===== config.mk =====
export PLATFORM = sky130hd
export DESIGN_NAME = quoted_command_line_tokenizer
export DESIGN_NICKNAME = d
export VERILOG_FILES = /design/src/design/qtok_pkg.sv /design/src/design/qtok_front.sv /design/src/design/qtok_fifo.sv /design/src/design/qtok_back.sv /design/src/design/quoted_command_line_tokenizer.sv
export SDC_FILE = /design/constraint.sdc
export NUM_CORES = 1
export LEC_CHECK = 0
export BUFFER_PORTS_ARGS = -buffer_cell sky130_fd_sc_hd__buf_4
export CORE_MARGIN = 10
export CORE_UTILIZATION = 64
export CTS_CLUSTER_DIAMETER = 150
export DETAILED_ROUTE_END_ITERATION = 8
export GPL_ROUTABILITY_DRIVEN = 0
export PLACE_DENSITY = 0.8
export SYNTH_ARGS = -nofsm -noshare
export SYNTH_HDL_FRONTEND = slang
export SYNTH_SLANG_ARGS = --single-unit

===== constraint.sdc =====
create_clock -name i_clk -period 13.3 [get_ports i_clk]
set_input_delay 1.995 -clock i_clk [delete_from_list [all_inputs] [get_ports i_clk]]
set_output_delay 1.995 -clock i_clk [all_outputs]
set_load 0.005 [all_outputs]

===== src/design/qtok_pkg.sv =====
`timescale 1ns / 1ps
// ----------------------------------------------------------------------------
// qtok_pkg: shared types and constants for the quoted tokenizer
// Result record, per-item result bundle, character codes, queue sizing.
// ----------------------------------------------------------------------------
package qtok_pkg;

    localparam int MaxRes = 3;   // bundle room; one item causes at most two results
    localparam int QDepth = 4;   // bundle queue between front and back
    localparam int QAw    = $clog2(QDepth);

    localparam logic [7:0] ChDquote = 8'h22;
    localparam logic [7:0] ChSquote = 8'h27;
    localparam logic [7:0] ChBslash = 8'h5C;
    localparam logic [7:0] ChLowerN = 8'h6E;
    localparam logic [7:0] ChLowerT = 8'h74;
    localparam logic [7:0] ChLf     = 8'h0A;
    localparam logic [7:0] ChTab    = 8'h09;
    localparam logic [7:0] CaseDiff = 8'h20;

    typedef struct packed {
        logic [7:0] token_byte;
        logic       byte_valid;
        logic       token_end;
        logic       is_command_name;
        logic       empty_command;
        logic       line_done;
    } t_result;

    typedef struct packed {
        logic [1:0]              cnt;
        t_result [MaxRes-1:0]    res;
    } t_bundle;

endpackage


===== src/design/qtok_front.sv =====
`timescale 1ns / 1ps
// ----------------------------------------------------------------------------
// qtok_front: byte classifier and scan mode machine
// Accepts one byte per cycle while the queue has room, decodes quotes and
// escapes, and packs the byte's results into one bundle for the queue.
// ----------------------------------------------------------------------------
module qtok_front (
    input  logic              i_clk,
    input  logic              i_rst_n,
    input  logic              i_valid,
    output logic              o_ready,
    input  logic [7:0]        i_line_byte,
    input  logic              i_last_of_line,
    input  logic              i_q_full,
    output logic              o_push,
    output qtok_pkg::t_bundle o_bundle
);
    import qtok_pkg::*;

    typedef enum logic [2:0] {
        M_BETWEEN,
        M_PLAIN,
        M_DQUOTE,
        M_DQ_ESC,
        M_SQUOTE
    } t_mode;

    typedef struct packed {
        logic [1:0]           n;
        t_result [MaxRes-1:0] res;
        logic                 ts;
        t_mode                mode;
    } t_acc;

    t_mode r_mode;
    logic  r_seen;
    t_acc  a;
    logic  blank;
    logic  accept;

    function automatic t_acc acc_put(t_acc ai, logic [7:0] b);
        t_acc       r;
        logic [7:0] c;
        r = ai;
        c = b;
        if (!ai.ts && (b inside {[8'h61:8'h7A]})) begin
            c = b - CaseDiff;
        end
        r.res[ai.n] = '{token_byte: c, byte_valid: 1'b1, token_end: 1'b0,
                        is_command_name: !ai.ts, empty_command: 1'b0,
                        line_done: 1'b0};
        r.n = ai.n + 2'd1;
        return r;
    endfunction

    function automatic t_acc acc_end(t_acc ai);
        t_acc r;
        r = ai;
        if (ai.n != 2'd0) begin
            r.res[ai.n - 2'd1].token_end = 1'b1;
        end else begin
            // bare end mark, tagged as its token would be
            r.res[0] = '{token_byte: 8'h00, byte_valid: 1'b0, token_end: 1'b1,
                         is_command_name: !ai.ts, empty_command: 1'b0,
                         line_done: 1'b0};
            r.n = 2'd1;
        end
        r.ts   = 1'b1;
        r.mode = M_BETWEEN;
        return r;
    endfunction

    assign blank  = (i_line_byte == 8'h20) || (i_line_byte inside {[8'h09:8'h0D]});
    assign o_ready = !i_q_full;
    assign accept  = i_valid && o_ready;

    always_comb begin
        a      = '0;
        a.ts   = r_seen;
        a.mode = r_mode;
        case (r_mode)
            M_PLAIN: begin
                if (blank) a = acc_end(a);
                else       a = acc_put(a, i_line_byte);
            end
            M_DQUOTE: begin
                if (i_line_byte == ChDquote)      a = acc_end(a);
                else if (i_line_byte == ChBslash) a.mode = M_DQ_ESC;
                else                              a = acc_put(a, i_line_byte);
            end
            M_DQ_ESC: begin
                if (i_line_byte == ChDquote || i_line_byte == ChBslash) begin
                    a = acc_put(a, i_line_byte);
                end else if (i_line_byte == ChLowerN) begin
                    a = acc_put(a, ChLf);
                end else if (i_line_byte == ChLowerT) begin
                    a = acc_put(a, ChTab);
                end else begin
                    // unknown escape keeps its backslash
                    a = acc_put(a, ChBslash);
                    a = acc_put(a, i_line_byte);
                end
                a.mode = M_DQUOTE;
            end
            M_SQUOTE: begin
                if (i_line_byte == ChSquote) a = acc_end(a);
                else                         a = acc_put(a, i_line_byte);
            end
            default: begin
                a.mode = M_BETWEEN;
                if (blank) begin
                    a.mode = M_BETWEEN;
                end else if (i_line_byte == ChDquote) begin
                    a.mode = M_DQUOTE;
                end else if (i_line_byte == ChSquote) begin
                    a.mode = M_SQUOTE;
                end else begin
                    a.mode = M_PLAIN;
                    a = acc_put(a, i_line_byte);
                end
            end
        endcase

        if (i_last_of_line) begin
            if (a.mode == M_DQ_ESC) a = acc_put(a, ChBslash);
            if (a.mode != M_BETWEEN) a = acc_end(a);
            if (!a.ts) begin
                a.res[a.n] = '{token_byte: 8'h00, byte_valid: 1'b0, token_end: 1'b0,
                               is_command_name: 1'b0, empty_command: 1'b1,
                               line_done: 1'b1};
                a.n = a.n + 2'd1;
            end else if (a.n != 2'd0) begin
                a.res[a.n - 2'd1].line_done = 1'b1;
            end else begin
                a.res[0] = '{token_byte: 8'h00, byte_valid: 1'b0, token_end: 1'b0,
                             is_command_name: 1'b0, empty_command: 1'b0,
                             line_done: 1'b1};
                a.n = 2'd1;
            end
            a.mode = M_BETWEEN;
            a.ts   = 1'b0;
        end
    end

    assign o_push       = accept && (a.n != 2'd0);
    assign o_bundle.cnt = a.n;
    assign o_bundle.res = a.res;

    always_ff @(posedge i_clk) begin
        if (!i_rst_n) begin
            r_mode <= M_BETWEEN;
            r_seen <= 1'b0;
        end else if (accept) begin
            r_mode <= a.mode;
            r_seen <= a.ts;
        end
    end

endmodule


===== src/design/qtok_fifo.sv =====
`timescale 1ns / 1ps
// ----------------------------------------------------------------------------
// qtok_fifo: bundle queue
// Small register queue that decouples the mode machine from the output side.
// ----------------------------------------------------------------------------
module qtok_fifo (
    input  logic              i_clk,
    input  logic              i_rst_n,
    input  logic              i_push,
    input  qtok_pkg::t_bundle i_bundle,
    output logic              o_full,
    input  logic              i_pop,
    output logic              o_valid,
    output qtok_pkg::t_bundle o_bundle
);
    import qtok_pkg::*;

    t_bundle        r_mem [QDepth];
    logic [QAw-1:0] r_wr;
    logic [QAw-1:0] r_rd;
    logic [QAw:0]   r_cnt;

    assign o_full   = (r_cnt == QDepth[QAw:0]);
    assign o_valid  = (r_cnt != '0);
    assign o_bundle = r_mem[r_rd];

    always_ff @(posedge i_clk) begin
        if (i_push) begin
            r_mem[r_wr] <= i_bundle;
        end
    end

    always_ff @(posedge i_clk) begin
        if (!i_rst_n) begin
            r_wr  <= '0;
            r_rd  <= '0;
            r_cnt <= '0;
        end else begin
            if (i_push) r_wr <= r_wr + 1'b1;
            if (i_pop)  r_rd <= r_rd + 1'b1;
            r_cnt <= r_cnt + {{QAw{1'b0}}, i_push} - {{QAw{1'b0}}, i_pop};
        end
    end

endmodule


===== src/design/qtok_back.sv =====
`timescale 1ns / 1ps
// ----------------------------------------------------------------------------
// qtok_back: result serializer
// Pops bundles and hands their results out one per cycle from an output
// register, while i_ready does not hold it back.
// ----------------------------------------------------------------------------
module qtok_back (
    input  logic              i_clk,
    input  logic              i_rst_n,
    input  logic              i_q_valid,
    input  qtok_pkg::t_bundle i_bundle,
    output logic              o_pop,
    output logic              o_valid,
    input  logic              i_ready,
    output qtok_pkg::t_result o_result
);
    import qtok_pkg::*;

    logic    r_valid;
    logic    r_busy;
    logic [1:0] r_idx;
    t_bundle r_bun;
    t_result r_out;
    logic    out_free;

    assign out_free = !r_valid || i_ready;
    assign o_pop    = out_free && !r_busy && i_q_valid;
    assign o_valid  = r_valid;
    assign o_result = r_out;

    always_ff @(posedge i_clk) begin
        if (!i_rst_n) begin
            r_valid <= 1'b0;
            r_busy  <= 1'b0;
            r_idx   <= 2'd0;
        end else if (out_free) begin
            if (r_busy) begin
                r_out   <= r_bun.res[r_idx];
                r_valid <= 1'b1;
                r_idx   <= r_idx + 2'd1;
                if (r_idx == r_bun.cnt - 2'd1) r_busy <= 1'b0;
            end else if (i_q_valid) begin
                r_out   <= i_bundle.res[0];
                r_valid <= 1'b1;
                r_bun   <= i_bundle;
                r_idx   <= 2'd1;
                r_busy  <= (i_bundle.cnt > 2'd1);
            end else begin
                r_valid <= 1'b0;
            end
        end
    end

endmodule


===== src/design/quoted_command_line_tokenizer.sv =====
`timescale 1ns / 1ps
// ----------------------------------------------------------------------------
// quoted_command_line_tokenizer: shell-style command line tokenizer
// Splits a byte stream into tokens with quote and escape decoding.
//
//   channel | direction | handshake           | payload
//   --------+-----------+---------------------+----------------------------------
//   in      | input     | i_valid / o_ready   | i_line_byte, i_last_of_line
//   out     | output    | o_valid / i_ready   | o_token_byte, o_byte_valid,
//           |           |                     | o_token_end, o_is_command_name,
//           |           |                     | o_empty_command, o_line_done
//
// One input byte per cycle while o_ready is high. A byte that causes two results
// holds the output side for each of them in turn; a four-deep bundle queue absorbs this.
// Results pass through the bundle queue and then the output register.
// Reset is synchronous and active low.
// o_ready drops only when the bundle queue is full.
// ----------------------------------------------------------------------------
module quoted_command_line_tokenizer (
    input  logic       i_clk,
    input  logic       i_rst_n,
    input  logic       i_valid,
    output logic       o_ready,
    input  logic [7:0] i_line_byte,
    input  logic       i_last_of_line,
    output logic       o_valid,
    input  logic       i_ready,
    output logic [7:0] o_token_byte,
    output logic       o_byte_valid,
    output logic       o_token_end,
    output logic       o_is_command_name,
    output logic       o_empty_command,
    output logic       o_line_done
);
    import qtok_pkg::*;

    logic    push;
    logic    pop;
    logic    q_full;
    logic    q_valid;
    t_bundle push_bundle;
    t_bundle head_bundle;
    t_result result;

    qtok_front u_front (
        .i_clk          (i_clk),
        .i_rst_n        (i_rst_n),
        .i_valid        (i_valid),
        .o_ready        (o_ready),
        .i_line_byte    (i_line_byte),
        .i_last_of_line (i_last_of_line),
        .i_q_full       (q_full),
        .o_push         (push),
        .o_bundle       (push_bundle)
    );

    qtok_fifo u_fifo (
        .i_clk    (i_clk),
        .i_rst_n  (i_rst_n),
        .i_push   (push),
        .i_bundle (push_bundle),
        .o_full   (q_full),
        .i_pop    (pop),
        .o_valid  (q_valid),
        .o_bundle (head_bundle)
    );

    qtok_back u_back (
        .i_clk     (i_clk),
        .i_rst_n   (i_rst_n),
        .i_q_valid (q_valid),
        .i_bundle  (head_bundle),
        .o_pop     (pop),
        .o_valid   (o_valid),
        .i_ready   (i_ready),
        .o_result  (result)
    );

    assign o_token_byte      = result.token_byte;
    assign o_byte_valid      = result.byte_valid;
    assign o_token_end       = result.token_end;
    assign o_is_command_name = result.is_command_name;
    assign o_empty_command   = result.empty_command;
    assign o_line_done       = result.line_done;

endmodule


# After elaboration in Yosys (flattened, before gate mapping)
# Memory sizes are Yosys's and may differ from the RTL's. A register that Yosys moved wholly into a read port is not among the register bits.
# Cells that the tools add are included.
[word_totals]
memories = 1
in_bits = 13
reg_bits = 69
wordCells = 159
ram_bits = 164
[classes]
bitwise_logic = 4
n_eq_ne = 13
mux = 54
n_addsub = 11
n_lt_le_gt_ge = 14
reduce_logical = 29
[memory_table]
columns = ["name", "depth", "word_bits", "rd", "rd_ports_with_merged_regs", "write_ports", "line", "source"]
rows = [
  ["u_fifo.r_mem", 4, 41, 1, 1, 1, "qtok_fifo.sv:18", "t_bundle r_mem [QDepth];"],
]
[op_table]
columns = ["op", "count"]
rows = [
  ["$mux W45", 9],
  ["$pmux W45 S4", 1],
  ["$mux W41", 3],
  ["$bwmux W39", 3],
  ["$demux W13 S2", 4],
  ["$mux W13", 7],
  ["$mux W42", 2],
  ["$mux W26", 2],
  ["$mux W17", 2],
  ["$and A33 B33 Y33", 1],
  ["$not A33 Y33", 1],
  ["$bmux W13 S2", 1],
  ["$eq A8 B6 Y1 const B", 3],
  ["$eq A8 B7 Y1 const B", 3],
  ["$lt A2 B3 Y1 const B", 5],
  ["$mux W2", 6],
  ["$mux W3", 4],
  ["$logic_and A1 B1 Y1", 11],
  ["$add A2 B1 Y2 const B", 5],
  ["$eq A3 B2 Y1 const B", 3],
  ["$ge A2 B1 Y1 const B", 4],
  ["$ge A8 B4 Y1 const B", 1],
  ["$ge A8 B7 Y1 const B", 1],
  ["$le A8 B4 Y1 const B", 1],
  ["other kinds (21)", 42],
]

# Longest topological paths before layout
[logic_depth]
ltp_word = 37
depth_mapped = 24
depth_no_buf = 22

# Cells and area by module
# A second synthesis with hierarchy kept.
[hier_totals]
cells_unflattened = 696
hier_area_um2 = 10521.3
[modules_own_cells]
columns = ["mod", "seq_area_each_um2", "area_per_inst_um2", "n_inst", "cells_per_inst"]
rows = [
  ["qtok_fifo", 5104.9, 6411.1, 1, 258],
  ["qtok_back", 1701.6, 2289.7, 1, 154],
  ["qtok_front", 80.1, 1820.5, 1, 284],
]

# Least setup slack after synthesis
# Ideal clock, no wire load.
[synth_path]
path_type = "input to register"
start = "in i_line_byte[0]"
end = "reg u_fifo.r_cnt[2]"
path_buffers = 2
t_required_ns = 13.185
slack_ns = 6.617
cell_stages = 24
arrival_ns = 6.568
cell_sequence = "buf_6 > nor4_4 > and3_1 > clkbuf_1 > nor2_1 > nand2_2 > nand3_1 > ha_1 > nand2_1 > a21oi_1 > inv_1 > o21ai_0 > and3_1 > ha_1 > a221oi_1 > nor2_1 > a211oi_4 > inv_1 > ha_1 > inv_1 > ha_1 > fa_1 > xnor2_1 > and2_1"
[synth_via]
elab_chain_len = 20
elab_cells_between_ends = 44
cone_classes = "add/sub: 4; order compare: 2; eq/ne: 7; mux: 23; reduce/logical: 8"
[synth_lines]
columns = ["item", "line", "source"]
rows = [
  ["start, declared", "quoted_command_line_tokenizer.sv:24", "input logic [7:0] i_line_byte,"],
  ["$ge A8 B4 Y1, or another cell as far along", "qtok_front.sv:73", "assign blank = (i_line_byte == 8'h20) || (i_line_byte inside {[8'h09:8'h0D]});"],
  ["$logic_and A1 B1 Y1, or another cell as far along", "qtok_front.sv:73", ""],
  ["$logic_or A1 B1 Y1, or another cell as far along", "qtok_front.sv:73", ""],
  ["$mux W42, or another cell as far along", "qtok_front.sv:111", "if (blank) begin"],
  ["$pmux W45 S4 (*)", "qtok_front.sv:81", "case (r_mode)"],
  ["parallel branches: the longest is 10 deep, another holds $add A2 B1 Y2", "n/a", ""],
  ["$mux W45 (*)", "qtok_front.sv:124", "if (i_last_of_line) begin"],
  ["$reduce_bool A2 Y1 (*)", "qtok_front.sv:145", "assign o_push = accept && (a.n != 2'd0);"],
  ["$logic_and A1 B1 Y1 (*)", "qtok_front.sv:145", ""],
  ["$add A3 B1 Y3 (*)", "qtok_fifo.sv:41", "r_cnt <= r_cnt + {{QAw{1'b0}}, i_push} - {{QAw{1'b0}}, i_pop};"],
  ["$sub A3 B1 Y3 (*)", "qtok_fifo.sv:41", ""],
  ["end signal, assigned", "qtok_fifo.sv:41", ""],
  ["end, declared", "qtok_fifo.sv:21", "logic [QAw:0] r_cnt;"],
]
# Mark *: on every way between the ends. The select of a mux whose other input is x is not followed.
# A chain may end at the register's enable or synchronous reset.

# Worst setup path after layout
[layout_path]
start = "in i_line_byte[1]"
end = "reg u_fifo.r_cnt[2]"
# Same word-level chain as after synthesis.

==> results.sh <==
export IMPL_status="finished clean"
export IMPL_clock_skew_ps=12.0
export IMPL_hold_viol_final=0
export IMPL_wl_per_cell_um=22.4
export IMPL_synthCells=592
export IMPL_clk_path_buf_depth=2
export IMPL_io_buffers=27
export IMPL_final_common_cell="edfxtp_1"
export IMPL_fin_tns_setup_ps=0
export IMPL_multiInputGateArea_mm2=0.00276
export IMPL_drv_cap=0
export IMPL_clock_sinks=195
export IMPL_syn_nets=624
export IMPL_worst_slack_ps=6230
export IMPL_io_pins=28
export IMPL_crit_path_max_incr_delay_ps=450
export IMPL_start_util_pct=65.3
export IMPL_grt_pass1_wl_um=28400
export IMPL_antenna_cells=0
export IMPL_numCtsBuffers=17
export IMPL_wl_um=18000
export IMPL_worst_path_max_fanout=15
export IMPL_ctsHtreeMaxLevel=4
export IMPL_final_setup_viol_count=0
export IMPL_p_switching_uw=490
export IMPL_cts_repair_resize_count=0
export IMPL_hold_buffers=0
export IMPL_slowest_stage="or3_1"
export IMPL_r2r_start="u_front.r_mode[1]$_SDFFE_PN0P_"
export IMPL_clk_pin_slew_worst_paths_ps=70
export IMPL_fin_crit_ps=7070
export IMPL_reg2reg_depth=22
export IMPL_synth_async_reset_ratio_pct=0
export IMPL_route_detailed_drc=0
export IMPL_crit_required_ps=13630
export IMPL_ant_nets=0
export IMPL_syn_area_mm2=0.00865
export IMPL_dp_hpwl_um=11000
export IMPL_layout_common_cells="edfxtp_1 (178), nand2_1 (51), a21oi_1 (41), buf_4 (34)"
export IMPL_power_density_mw_per_mm2=186
export IMPL_grt_pass1_vias=5137
export IMPL_cp_common_cell="ha_1"
export IMPL_die_area_mm2=0.0186
export IMPL_critPathArrivalTime_ps=7400
export IMPL_worst_pin_slew_ps=787
export IMPL_vias=5177
export IMPL_clockPowerShare_pct=31.1
export IMPL_rsz0062_at_grt="no"
export IMPL_first_pass_iters=4
export IMPL_grt_total_usage_pct=20.2
export IMPL_holdWs_ps=581
export IMPL_clk_latency_ps=440
export IMPL_avgViaCountPerCell=6.44
export IMPL_layout_drive_gt1_share_pct=18.0
export IMPL_synth_seq_cells=195
export IMPL_stdcell_count=804
export IMPL_finalCritPeriodShare_pct=53.2
export IMPL_peakVddDrop_uv=101
export IMPL_path_class="input port to flip-flop"
export IMPL_yosysWarnings=0
export IMPL_fin_nets=647
export IMPL_hold_path_class="flip-flop to flip-flop"
export IMPL_dp_cells=772
export IMPL_combinationalPowerShare_pct=21.4
export IMPL_hold_end="u_fifo.r_wr[1]$_SDFFE_PN0P_"
export IMPL_antenna_found_initial=0
export IMPL_ff2ff_setup_slack_ps=7610
export IMPL_switching_share_pct=27.3
export IMPL_yosysUniqueCellTypes=63
export IMPL_ys_seq_area_share_pct=65.7
export IMPL_end_kind="flip-flop"
export IMPL_startpoint_type="input port"
export IMPL_leakage_nw=3.37
export IMPL_r2r_end="u_fifo.r_cnt[2]$_SDFF_PN0_"
export IMPL_area_growth_pct=11.6
export IMPL_final_max_slew_viol_count=0
export IMPL_nFillCells=820
export IMPL_synth_avg_cell_area_um2=14.6
export IMPL_grt_overflow=0
export IMPL_tritoncts="built"
export IMPL_postCtsSetupRepairBufs=0
export IMPL_regArea_mm2=0.00569
export IMPL_core_area_mm2=0.0132
export IMPL_die_height_um=136
export IMPL_ys_flop_type="edfxtp_1"
export IMPL_grt_max_degree=34
export IMPL_seqPwrFrac_pct=47.5
export IMPL_die_w_um=136
export IMPL_drt_iter0_markers=578
export IMPL_synth_edf_count=178
export IMPL_internal_power_mw=1.30
export IMPL_root_buffer="clkbuf_16"
export IMPL_relSlewSlack_pct=47.5
export IMPL_worstPathCellList="buf_4 > or3_1 > nor3_1 > nor2_1 > nand2_2 > nand3_1 > ha_1 > nand2_1 > a21oi_1 > inv_1 > o21ai_0 > and3_1 > ha_1 > a221oi_1 > nor2_1 > a211oi_4 > inv_1 > ha_1 > inv_1 > ha_1 > fa_1 > xnor2_1 > and2_1"
export IMPL_dp_slack_ps=5870
export IMPL_placementRows=42
export IMPL_min_from="u_fifo.r_wr[1]$_SDFFE_PN0P_"
export IMPL_fmax_mhz=141
export IMPL_whs_path_depth=2
[kinds of logic after synthesis]
family	count (synthesis)	share of synthesized area (%)
AOI/OAI and AO/OA	111	8.07
xor gates and xnor gates	9	0.998
adders and majority gates	19	2.83
buffers and inverters	51	2.40
DFF	195	65.7
muxes	44	9.86
and+or+nand+nor	163	10.1
[routing by layer]
metal  part of all wire, %  vias to the layer above  global-route usage [%]  wire [um]
li1                      -                     2305                       -          -
met1                    40                     2559                    26.0       7260
met2                    50                      269                    33.0       8990
met3                   7.6                       44                    4.87       1370
met4                   2.1                        0                    6.75        369
met5                     0                        -                       0          0
[state kept, by name (all words and copies together) (netlist names), named ones only]
| signal | count |
|---|---|
| u_back.o_valid | 1 |
| u_fifo.r_mem | 132 |
| u_front.r_mode | 3 |
| u_front.r_seen | 1 |
| u_back.r_idx | 2 |
| u_back.r_busy | 1 |
| u_fifo.r_wr | 2 |
| u_fifo.r_cnt | 3 |
| u_back.r_bun | 33 |
| u_back.o_result | 13 |
| u_fifo.r_rd | 2 |
[worst max-delay path, delay by kind of cell]
family          cells  cell delay [ps]
compound gates      4             1080
xor+xnor            1              140
fa+ha+maj           5             1520
simple gates        9             2190
buf+inv             4              450
[power groups by stage]
stage / clock network [mW] / logic, mW / registers [mW]
floorplan: 0 / 0.272 / 0.842
global placement: 0 / 0.363 / 0.852
detailed placement: 0 / 0.378 / 0.859
CTS: 0.561 / 0.388 / 0.851
global route: 0.580 / 0.425 / 0.859
finish: 0.558 / 0.384 / 0.851
[per-stage QoR]
step / power [mW] / util [%] / instance area, um2
2_1_floorplan: 1.11 / - / 8650
4_1_cts: 1.80 / 72.9 / 9650
6_report: 1.79 / 72.9 / 9650
5_1_grt: 1.86 / 72.9 / 9650
3_5_place_dp: 1.24 / 68.0 / 9000
3_3_place_gp: 1.21 / 68.0 / 9000
[cell type report]
cell class	instances	area share, %
clock inverters	15	2.37
well taps	176	2.28
inverters	21	0.816
repair buffers	34	2.64
flip-flops and latches	195	58.9
multi-input cells	346	28.6
clock buffers	17	4.41
[cell usage after synthesis (7+ instances only)]
master / number / area [um2]
mux4_2: 33 / 743
mux2i_1: 11 / 110
a21oi_1: 41 / 205
o21ai_0: 30 / 150
buf_2: 7 / 35.0
inv_1: 20 / 75.1
dfxtp_1: 17 / 340
nor2b_1: 8 / 50.1
and3_1: 11 / 68.8
nor2_1: 33 / 124
edfxtp_1: 178 / 5350
and2_1: 16 / 100
nand2_1: 51 / 191
ha_1: 18 / 225
clkbuf_1: 17 / 63.8
nand3_1: 7 / 35.0
nor3_1: 7 / 35.0
[how the worst max path moves through the flow]
stage	slack [ps]	depth (start not counted)	to	from
after detailed placement	5870	23	u_fifo.r_cnt[2]$_SDFF_PN0_	i_line_byte[1]
final	6230	23	u_fifo.r_cnt[2]$_SDFF_PN0_	i_line_byte[1]
after CTS	6300	23	u_fifo.r_cnt[2]$_SDFF_PN0_	i_line_byte[1]
after global routing	5850	23	u_fifo.r_cnt[2]$_SDFF_PN0_	i_line_byte[1]
after floorplan	6620	24	u_fifo.r_cnt[2]$_SDFF_PN0_	i_line_byte[0]
after global placement	6150	23	u_fifo.r_cnt[2]$_SDFF_PN0_	i_line_byte[1]
Power figures use the tool's default switching activity.
